--- src/brp_pkg.sv ---
// Shared types, codes and result builders for the base relocation parser.
package brp_pkg;

    typedef enum logic [1:0] {
        PH_IDLE,
        PH_RUN,
        PH_DONE,
        PH_ERR
    } t_phase;

    localparam logic       ACT_START     = 1'b0;
    localparam logic       ACT_BYTE      = 1'b1;

    localparam logic [1:0] KIND_PATCH    = 2'd0;
    localparam logic [1:0] KIND_DONE     = 2'd1;
    localparam logic [1:0] KIND_ERR      = 2'd2;

    localparam logic [1:0] WID_16        = 2'd0;
    localparam logic [1:0] WID_32        = 2'd1;
    localparam logic [1:0] WID_64        = 2'd2;

    localparam logic [2:0] ERR_NONE      = 3'd0;
    localparam logic [2:0] ERR_NO_DIR    = 3'd1;
    localparam logic [2:0] ERR_DIR_OUT   = 3'd2;
    localparam logic [2:0] ERR_BLK_SIZE  = 3'd3;
    localparam logic [2:0] ERR_TGT_OUT   = 3'd4;
    localparam logic [2:0] ERR_TYPE      = 3'd5;

    localparam logic [3:0] FIX_SKIP      = 4'd0;
    localparam logic [3:0] FIX_HI16      = 4'd1;
    localparam logic [3:0] FIX_LO16      = 4'd2;
    localparam logic [3:0] FIX_LO32      = 4'd3;
    localparam logic [3:0] FIX_FULL64    = 4'd10;

    localparam logic [4:0] DIR_IDX_RELOC = 5'd5;

    localparam logic [2:0] CFG_LOAD_DELTA  = 3'd0;
    localparam logic [2:0] CFG_IMAGE_BYTES = 3'd1;
    localparam logic [2:0] CFG_DIR_OFFSET  = 3'd2;
    localparam logic [2:0] CFG_DIR_BYTES   = 3'd3;
    localparam logic [2:0] CFG_DIR_COUNT   = 3'd4;

    localparam int HDR_BYTES = 8;

    typedef struct packed {
        logic [1:0]  kind;
        logic [28:0] target;
        logic [1:0]  width;
        logic [63:0] addend;
        logic [2:0]  err;
        logic        last;
    } t_result;

    typedef struct packed {
        logic [1:0] count;
        t_result    first;
        t_result    second;
    } t_push;

    function automatic t_result f_done();
        t_result r;
        r        = '0;
        r.kind   = KIND_DONE;
        r.err    = ERR_NONE;
        r.last   = 1'b1;
        return r;
    endfunction

    function automatic t_result f_error(input logic [2:0] code);
        t_result r;
        r        = '0;
        r.kind   = KIND_ERR;
        r.err    = code;
        r.last   = 1'b1;
        return r;
    endfunction

endpackage

--- src/brp_parser.sv ---
// Configuration registers, parse state and the per-word parse step.
module brp_parser (
    input  logic                i_clk,
    input  logic                i_rst_n,
    input  logic                i_cfg_wr_en,
    input  logic [2:0]          i_cfg_index,
    input  logic [63:0]         i_cfg_wdata,
    input  logic                i_accept,
    input  logic                i_action,
    input  logic [7:0]          i_dir_byte,
    output brp_pkg::t_push      o_push
);

    logic [63:0]     r_load_delta;
    logic [29:0]     r_image_bytes;
    logic [29:0]     r_dir_offset;
    logic [29:0]     r_dir_bytes;
    logic [4:0]      r_dir_count;

    logic [29:0]     r_dir_pos,    n_dir_pos;
    logic [29:0]     r_block_pos,  n_block_pos;
    logic [31:0]     r_page_base,  n_page_base;
    logic [31:0]     r_block_bytes, n_block_bytes;
    logic [7:0]      r_entry_low,  n_entry_low;
    brp_pkg::t_phase r_phase,      n_phase;

    logic [29:0]     start;
    logic [29:0]     bp_next;
    logic [30:0]     bp_inc;
    logic [32:0]     tgt;
    logic [3:0]      rtype;
    logic            halt;
    logic            patch;
    brp_pkg::t_result patch_res;

    always_ff @(posedge i_clk) begin
        if (!i_rst_n) begin
            r_load_delta  <= '0;
            r_image_bytes <= '0;
            r_dir_offset  <= '0;
            r_dir_bytes   <= '0;
            r_dir_count   <= '0;
        end else if (i_cfg_wr_en) begin
            unique case (i_cfg_index)
                brp_pkg::CFG_LOAD_DELTA:  r_load_delta  <= i_cfg_wdata;
                brp_pkg::CFG_IMAGE_BYTES: r_image_bytes <= i_cfg_wdata[29:0];
                brp_pkg::CFG_DIR_OFFSET:  r_dir_offset  <= i_cfg_wdata[29:0];
                brp_pkg::CFG_DIR_BYTES:   r_dir_bytes   <= i_cfg_wdata[29:0];
                brp_pkg::CFG_DIR_COUNT:   r_dir_count   <= i_cfg_wdata[4:0];
                default: ;
            endcase
        end
    end

    always_ff @(posedge i_clk) begin
        if (!i_rst_n) begin
            r_dir_pos     <= '0;
            r_block_pos   <= '0;
            r_page_base   <= '0;
            r_block_bytes <= '0;
            r_entry_low   <= '0;
            r_phase       <= brp_pkg::PH_IDLE;
        end else begin
            r_dir_pos     <= n_dir_pos;
            r_block_pos   <= n_block_pos;
            r_page_base   <= n_page_base;
            r_block_bytes <= n_block_bytes;
            r_entry_low   <= n_entry_low;
            r_phase       <= n_phase;
        end
    end

    always_comb begin
        n_dir_pos     = r_dir_pos;
        n_block_pos   = r_block_pos;
        n_page_base   = r_page_base;
        n_block_bytes = r_block_bytes;
        n_entry_low   = r_entry_low;
        n_phase       = r_phase;
        o_push        = '0;
        start         = r_dir_pos - r_block_pos;
        bp_next       = r_block_pos;
        bp_inc        = {1'b0, r_block_pos} + 31'd1;
        tgt           = {1'b0, r_page_base} + {21'b0, i_dir_byte[3:0], r_entry_low};
        rtype         = i_dir_byte[7:4];
        halt          = 1'b0;
        patch         = 1'b0;
        patch_res     = '0;
        patch_res.kind = brp_pkg::KIND_PATCH;
        patch_res.target = tgt[28:0];

        if (i_accept) begin
            unique case (i_action)
                brp_pkg::ACT_START: begin
                    n_dir_pos     = '0;
                    n_block_pos   = '0;
                    n_page_base   = '0;
                    n_block_bytes = '0;
                    n_entry_low   = '0;
                    o_push.count  = 2'd1;
                    if (r_load_delta == 64'd0) begin
                        n_phase      = brp_pkg::PH_DONE;
                        o_push.first = brp_pkg::f_done();
                    end else if (r_dir_count <= brp_pkg::DIR_IDX_RELOC
                                 || r_dir_offset == 30'd0 || r_dir_bytes == 30'd0) begin
                        n_phase      = brp_pkg::PH_ERR;
                        o_push.first = brp_pkg::f_error(brp_pkg::ERR_NO_DIR);
                    end else if (({1'b0, r_dir_offset} + {1'b0, r_dir_bytes})
                                 > {1'b0, r_image_bytes}) begin
                        n_phase      = brp_pkg::PH_ERR;
                        o_push.first = brp_pkg::f_error(brp_pkg::ERR_DIR_OUT);
                    end else begin
                        n_phase      = brp_pkg::PH_RUN;
                        o_push.count = 2'd0;
                    end
                end
                brp_pkg::ACT_BYTE: begin
                    if (r_phase == brp_pkg::PH_RUN) begin
                        if (r_block_pos[29:3] == 27'd0) begin
                            if (({1'b0, start} + 31'd8) <= {1'b0, r_dir_bytes}) begin
                                if (!r_block_pos[2]) begin
                                    if (r_block_pos[1:0] == 2'd0) begin
                                        n_page_base = {24'b0, i_dir_byte};
                                    end else begin
                                        n_page_base[{r_block_pos[1:0], 3'b000} +: 8] =
                                            i_dir_byte;
                                    end
                                end else begin
                                    if (r_block_pos[1:0] == 2'd0) begin
                                        n_block_bytes = {24'b0, i_dir_byte};
                                    end else begin
                                        n_block_bytes[{r_block_pos[1:0], 3'b000} +: 8] =
                                            i_dir_byte;
                                    end
                                end
                                bp_next = bp_inc[29:0];
                                if (r_block_pos[2:0] == 3'd7) begin
                                    if (n_block_bytes < 32'(brp_pkg::HDR_BYTES)
                                        || ({3'b0, start} + {1'b0, n_block_bytes})
                                           > {3'b0, r_dir_bytes}) begin
                                        halt         = 1'b1;
                                        n_phase      = brp_pkg::PH_ERR;
                                        o_push.count = 2'd1;
                                        o_push.first =
                                            brp_pkg::f_error(brp_pkg::ERR_BLK_SIZE);
                                    end else if (n_block_bytes
                                                 == 32'(brp_pkg::HDR_BYTES)) begin
                                        bp_next = '0;
                                    end
                                end
                                if (!halt) begin
                                    n_block_pos = bp_next;
                                end
                            end
                        end else begin
                            if (!r_block_pos[0]) begin
                                n_entry_low = i_dir_byte;
                            end else if (rtype != brp_pkg::FIX_SKIP) begin
                                if (({1'b0, tgt} + 34'd8) > {4'b0, r_image_bytes}) begin
                                    halt         = 1'b1;
                                    n_phase      = brp_pkg::PH_ERR;
                                    o_push.count = 2'd1;
                                    o_push.first = brp_pkg::f_error(brp_pkg::ERR_TGT_OUT);
                                end else begin
                                    case (rtype)
                                        brp_pkg::FIX_FULL64: begin
                                            patch           = 1'b1;
                                            patch_res.width = brp_pkg::WID_64;
                                            patch_res.addend = r_load_delta;
                                        end
                                        brp_pkg::FIX_LO32: begin
                                            patch           = 1'b1;
                                            patch_res.width = brp_pkg::WID_32;
                                            patch_res.addend = {32'b0, r_load_delta[31:0]};
                                        end
                                        brp_pkg::FIX_HI16: begin
                                            patch           = 1'b1;
                                            patch_res.width = brp_pkg::WID_16;
                                            patch_res.addend = {48'b0, r_load_delta[31:16]};
                                        end
                                        brp_pkg::FIX_LO16: begin
                                            patch           = 1'b1;
                                            patch_res.width = brp_pkg::WID_16;
                                            patch_res.addend = {48'b0, r_load_delta[15:0]};
                                        end
                                        default: begin
                                            halt         = 1'b1;
                                            n_phase      = brp_pkg::PH_ERR;
                                            o_push.count = 2'd1;
                                            o_push.first =
                                                brp_pkg::f_error(brp_pkg::ERR_TYPE);
                                        end
                                    endcase
                                end
                            end
                            if (!halt) begin
                                if ({1'b0, bp_inc} >= r_block_bytes) begin
                                    n_block_pos = '0;
                                end else begin
                                    n_block_pos = bp_inc[29:0];
                                end
                            end
                        end

                        if (!halt) begin
                            n_dir_pos = r_dir_pos + 30'd1;
                            if (patch) begin
                                o_push.count = 2'd1;
                                o_push.first = patch_res;
                            end
                            if (n_dir_pos >= r_dir_bytes) begin
                                n_phase = brp_pkg::PH_DONE;
                                if (patch) begin
                                    o_push.count  = 2'd2;
                                    o_push.second = brp_pkg::f_done();
                                end else begin
                                    o_push.count = 2'd1;
                                    o_push.first = brp_pkg::f_done();
                                end
                            end
                        end
                    end
                end
                default: ;
            endcase
        end
    end

endmodule

--- src/brp_out_fifo.sv ---
// Result word queue: takes up to two words per cycle, delivers one per cycle unless stalled.
module brp_out_fifo #(
    parameter int DEPTH = 4
) (
    input  logic              i_clk,
    input  logic              i_rst_n,
    input  brp_pkg::t_push    i_push,
    output logic              o_full2,
    output logic              o_valid,
    input  logic              i_stall,
    output brp_pkg::t_result  o_data
);

    localparam int PW = (DEPTH > 1) ? $clog2(DEPTH) : 1;
    localparam int CW = $clog2(DEPTH + 1);

    brp_pkg::t_result mem [DEPTH];

    logic [PW-1:0] r_wr_ptr, n_wr_ptr;
    logic [PW-1:0] r_rd_ptr, n_rd_ptr;
    logic [CW-1:0] r_count,  n_count;
    logic [PW-1:0] wr_ptr1;
    logic          pop;

    function automatic logic [PW-1:0] f_inc(input logic [PW-1:0] p);
        logic [PW-1:0] q;
        if (p == PW'(DEPTH - 1)) begin
            q = '0;
        end else begin
            q = p + PW'(1);
        end
        return q;
    endfunction

    assign o_valid = (r_count != '0);
    assign o_full2 = (r_count > CW'(DEPTH - 2));
    assign o_data  = mem[r_rd_ptr];
    assign pop     = o_valid && !i_stall;
    assign wr_ptr1 = f_inc(r_wr_ptr);

    always_comb begin
        n_rd_ptr = pop ? f_inc(r_rd_ptr) : r_rd_ptr;
        n_wr_ptr = r_wr_ptr;
        case (i_push.count)
            2'd1:    n_wr_ptr = wr_ptr1;
            2'd2:    n_wr_ptr = f_inc(wr_ptr1);
            default: n_wr_ptr = r_wr_ptr;
        endcase
        n_count = r_count + CW'(i_push.count) - CW'(pop);
    end

    always_ff @(posedge i_clk) begin
        if (i_push.count != 2'd0) begin
            mem[r_wr_ptr] <= i_push.first;
        end
        if (i_push.count == 2'd2) begin
            mem[wr_ptr1] <= i_push.second;
        end
    end

    always_ff @(posedge i_clk) begin
        if (!i_rst_n) begin
            r_wr_ptr <= '0;
            r_rd_ptr <= '0;
            r_count  <= '0;
        end else begin
            r_wr_ptr <= n_wr_ptr;
            r_rd_ptr <= n_rd_ptr;
            r_count  <= n_count;
        end
    end

endmodule

--- src/pe_base_reloc_parser.sv ---
// Top level of the streamed PE32+ base relocation directory parser.
// One input word (a start command or one directory byte) is taken every cycle
// while at least two entries of the result queue are free; each word is parsed
// in the cycle it is accepted and yields zero, one or two result words, which
// are registered in the result queue and drain one per cycle while the consumer
// does not stall. The rate is set by the combinational parse step and the
// one-word-per-cycle queue read port; with FIFO_DEPTH entries (at least four)
// the input stalls only while the consumer holds back results.
module pe_base_reloc_parser #(
    parameter int FIFO_DEPTH = 4
) (
    input  logic        i_clk,
    input  logic        i_rst_n,
    input  logic        i_cfg_wr_en,
    input  logic [2:0]  i_cfg_index,
    input  logic [63:0] i_cfg_wdata,
    input  logic        i_in_valid,
    output logic        o_in_stall,
    input  logic        i_action,
    input  logic [7:0]  i_dir_byte,
    output logic        o_out_valid,
    input  logic        i_out_stall,
    output logic [1:0]  o_kind,
    output logic [28:0] o_patch_target,
    output logic [1:0]  o_patch_width,
    output logic [63:0] o_patch_addend,
    output logic [2:0]  o_error_code,
    output logic        o_last
);

    brp_pkg::t_push   push;
    brp_pkg::t_result res;
    logic             full2;
    logic             accept;

    assign o_in_stall = full2;
    assign accept     = i_in_valid && !full2;

    brp_parser u_parser (
        .i_clk       (i_clk),
        .i_rst_n     (i_rst_n),
        .i_cfg_wr_en (i_cfg_wr_en),
        .i_cfg_index (i_cfg_index),
        .i_cfg_wdata (i_cfg_wdata),
        .i_accept    (accept),
        .i_action    (i_action),
        .i_dir_byte  (i_dir_byte),
        .o_push      (push)
    );

    brp_out_fifo #(
        .DEPTH (FIFO_DEPTH)
    ) u_out_fifo (
        .i_clk   (i_clk),
        .i_rst_n (i_rst_n),
        .i_push  (push),
        .o_full2 (full2),
        .o_valid (o_out_valid),
        .i_stall (i_out_stall),
        .o_data  (res)
    );

    assign o_kind         = res.kind;
    assign o_patch_target = res.target;
    assign o_patch_width  = res.width;
    assign o_patch_addend = res.addend;
    assign o_error_code   = res.err;
    assign o_last         = res.last;

endmodule
--- config.mk ---
export PLATFORM = sky130hd
export DESIGN_NAME = pe_base_reloc_parser
export DESIGN_NICKNAME = d
export VERILOG_FILES = /design/src/brp_pkg.sv /design/src/brp_parser.sv /design/src/brp_out_fifo.sv /design/src/pe_base_reloc_parser.sv
export SDC_FILE = /design/constraint.sdc
export NUM_CORES = 2
export LEC_CHECK = 0
export ABC_AREA = 1
export BUFFER_PORTS_ARGS = -buffer_cell sky130_fd_sc_hd__buf_2
export CORE_MARGIN = 2
export CORE_UTILIZATION = 30
export CTS_CLUSTER_DIAMETER = 30
export DETAILED_ROUTE_END_ITERATION = 12
export HOLD_SLACK_MARGIN = 0.05
export PLACE_DENSITY_LB_ADDON = 0.05
export SETUP_SLACK_MARGIN = 0.4
export SLEW_MARGIN = 20
export SYNTH_ARGS = -nofsm -noshare
export SYNTH_HDL_FRONTEND = slang
export SYNTH_SLANG_ARGS = --single-unit
--- constraint.sdc ---
create_clock -name i_clk -period 9.7 [get_ports i_clk]
set_input_delay 0.97 -clock i_clk [delete_from_list [all_inputs] [get_ports i_clk]]
set_output_delay 0.97 -clock i_clk [all_outputs]
set_load 0.02 [all_outputs]
==> flow_summary.yaml <==
power_and_ir_drop:
  power.switching_mw: 5.51
  power_frac_comb_pct: 30.5
  switching_share_pct: 36.0
  power.density_nw_per_um2: 291
  p_int_mw: 9.78
  clkPwrFrac_pct: 48.7
  p_leak_nw: 22.7
  irDropWorstVdd_uv: 156
  power_frac_seq_pct: 20.8
detailed_routing:
  wl_per_cell_um: 20.6
  viasPerCell: 5.02
  firstDrtPassIters: 5
  ant_nets: 0
  drt_iter0_markers: 2587
  routed_wl_um: 170000
  vias: 41500
  drc: 0
setup_path:
  critPathKind: "flop to flop"
  worstPathArrival_ns: 9.08
  worst_path_dominant_cell_family: "simple AND/OR/NAND/NOR gates"
  critPathMaxStageDelay_ns: 0.61
  crit_fanout: 55
  critical-path-slowest-cell: "dfxtp_1"
  cp-end-kind: "flop"
  cp_common_cell: "nand2_1"
  cp_num_buf_inv: 8
  start_kind: "flop"
  required_ns: 10.41
placed_design:
  post-dp-hpwl_um: 122000
  place_ws_ns: 0.751
  placed_cell_area_um2: 44700
  gp_congestion: 0.884
  placed_cells: 7867
  port_buffers: 183
synthesis:
  synth_seq_cells: 705
  synth_warnings: 0
  async_reset_ff_share_pct: 0
  synthFlopType: "dfxtp_1"
  syn_nets: 6430
  synth_edf_count: 8
  synth_area_um2: 42100
  syn_inst: 6040
  syn_avg_cell_area_um2: 6.97
  ys_types: 60
  yosysSeqAreaShare_pct: 33.7
sta:
  worstMarginPinSlew_ns: 1.04
  fin_crit_sh_pct: 86.2
  maxSlewHeadroom_pct: 30.4
  finalSetupTns_ns: 0
  fmax_ghz: 0.120
  finalSetupViolCount: 0
  rsz0062_at_grt: "false"
  maxSlewViolCount: 0
  fin_worst_skew_ns: 0.0871
  min_period_ns: 8.36
  setup_ws_ns: 1.34
  finalHoldViolCount: 0
global_route:
  grt.total_usage_pct: 23.2
  grt_pass1_wl_um: 254000
  grt_max_degree: 115
  grt_remaining_overflow: 0
  grt_pass1_vias: 40000
  antenna_found_initial: 7
die:
  num_io_pins: 184
  dieArea_um2: 143000
  rows: 137
  core_region_area_um2: 139000
  die-height_um: 379
  die_x_um: 379
  initial_core_util_pct: 30.2
clock_tree:
  cts_made_buffers: 209
  cts_tree: "built"
  postCtsHoldBufs: 0
  path_clk_slew_ns: 0.04
  cts_sinks: 705
  clk_path_buf_depth: 3
  htree_num_levels: 4
  cts-root-buf: "clkbuf_16"
  clk_latency_ns: 0.83
final_layout:
  num-nets-final: 6592
  antenna_cells: 0
  postLayoutCellArea_um2: 52600
  stdcell_count: 8258
  drive_above_1_share_pct: 11.6
  area_growth_pct: 24.9
  fillers: 14900
job:
  max_cap_viol_count: 0
worst_hold_path:
  hp-class: "primary input to flop"
run_status:
  status: "finished, final reports clean"
==> flip-flops by register name (all words and copies together) (netlist names), named ones only <==
name	flops
u_parser.r_load_delta	64
u_parser.r_image_bytes	30
u_parser.r_page_base	32
u_out_fifo.r_rd_ptr	2
u_parser.r_dir_offset	30
u_parser.r_block_pos	30
u_out_fifo.r_wr_ptr	2
u_out_fifo.r_count	3
u_parser.r_dir_count	4
u_parser.r_dir_bytes	30
u_parser.r_block_bytes	32
u_parser.r_dir_pos	30
u_out_fifo.mem	404
u_parser.r_entry_low	8
u_parser.r_phase	2
==> layer usage <==
metal | vias up | share of wire (%) | GRT usage, %
met5 | - | 0.013 | 0
met4 | 4 | 3.5 | 8.97
met3 | 291 | 4.1 | 3.43
met2 | 938 | 46 | 38.5
li1 | 20700 | - | -
met1 | 19500 | 46 | 30.3
==> path summary, 6_finish.rpt <==
| kind | startpoint | to | slack [ns] | cells after the start |
|---|---|---|---|---|
| worst min-delay path | i_cfg_wdata[51] | u_parser.r_load_delta[51]$_SDFFE_PN0P_ | 0.43 | 3 |
| worst min register to register | u_out_fifo.mem[2][96]$_SDFFE_PP0N_ | u_out_fifo.mem[2][96]$_SDFFE_PP0N_ | 0.45 | 2 |
| worst max-delay path | u_parser.r_block_pos[0]$_SDFFE_PN0P_ | u_out_fifo.mem[3][40]$_SDFFE_PP0N_ | 1.34 | 51 |
| worst max register to register | u_parser.r_block_pos[0]$_SDFFE_PN0P_ | u_out_fifo.mem[3][40]$_SDFFE_PP0N_ | 1.34 | 51 |
==> stage by stage <==
step	utilization [%]	power (mW)	hold slack, ns
floorplan	-	6.26	0.421
global placement	32.1	7.93	0.433
global route	37.7	16.2	0.414
detailed placement	32.1	7.90	0.438
CTS	37.7	15.4	0.381
finish	37.7	15.3	0.433
==> worst register-to-register path: cells and delay by family (launching register included) <==
family                   cells  cell delay [ns]
AND/OR/NAND/NOR             30             3.17
AO/OA/AOI/OAI                7             1.55
flip-flops                   1             0.61
XOR/XNOR                     1             0.15
adder cells (fa/ha/maj)      5             1.43
buffers and inverters        8             1.38
==> logic make-up (layout without fill, tap and decap cells) <==
family | after synthesis | after routing | synth area share (%)
compound gates | 1523 | 1523 | 20.7
buf+inv | 903 | 1245 | 8.37
fa+ha+maj | 309 | 309 | 9.28
flops | 705 | 705 | 33.7
xor+xnor | 168 | 168 | 3.53
simple gates | 2432 | 2432 | 24.4
==> synthesized netlist by cell type (45+ instances only) <==
cell type	n	area [µm²]
a21oi_1	437	2190
nand2_1	1259	4730
nor4_1	47	294
nand3_1	296	1480
o22ai_1	135	845
o31ai_1	54	405
o31ai_2	76	951
nand4_1	102	638
inv_1	598	2240
xor2_1	138	1210
clkbuf_1	242	908
o21ai_1	45	225
nor2_1	593	2230
dfxtp_1	697	14000
ha_1	304	3800
nor3_1	65	325
o21ai_0	698	3490
==> final cells by class <==
cell class                 instances  area (µm²)  share of cell area (%)
clock inverter                    98        1810                    3.45
clock buffer                     293        6020                    11.5
multi-input combinational       4432       24400                    46.5
tap                             1876        2350                    4.47
timing repair buffer             241        1410                    2.68
sequential                       705       14200                    27.0
inverter                         613        2350                    4.46
==> placed cells by master, fill, tap and decap left out, types with 54 or more instances in the layout <==
cell and instances:
nand2_1 1256, o21ai_0 697, dfxtp_1 695, inv_1 595, nor2_1 591, a21oi_1 435
ha_1 304, nand3_1 295, clkbuf_16 211, buf_2 182, xor2_1 137, o22ai_1 135
nand4_1 102, o31ai_2 76, nor3_1 65, o31ai_1 54
==> what timing repair did <==
| action | in CTS | in global routing |
|---|---|---|
| setup endpoints to repair | 0 | 252 |
| endpoints found under the hold margin | 0 | 0 |
| buffers inserted | 0 | 0 |
| resized for setup | 0 | 14 |
==> power by group through the flow <==
stage	registers, mW	logic [mW]	clock network, mW
2_1_floorplan	3.12	3.13	0
3_5_place_dp	3.23	4.67	0
4_1_cts	3.18	4.70	7.56
6_report	3.18	4.67	7.45
3_3_place_gp	3.23	4.70	0
5_1_grt	3.19	5.23	7.75
(Power assumes the default switching activity.)
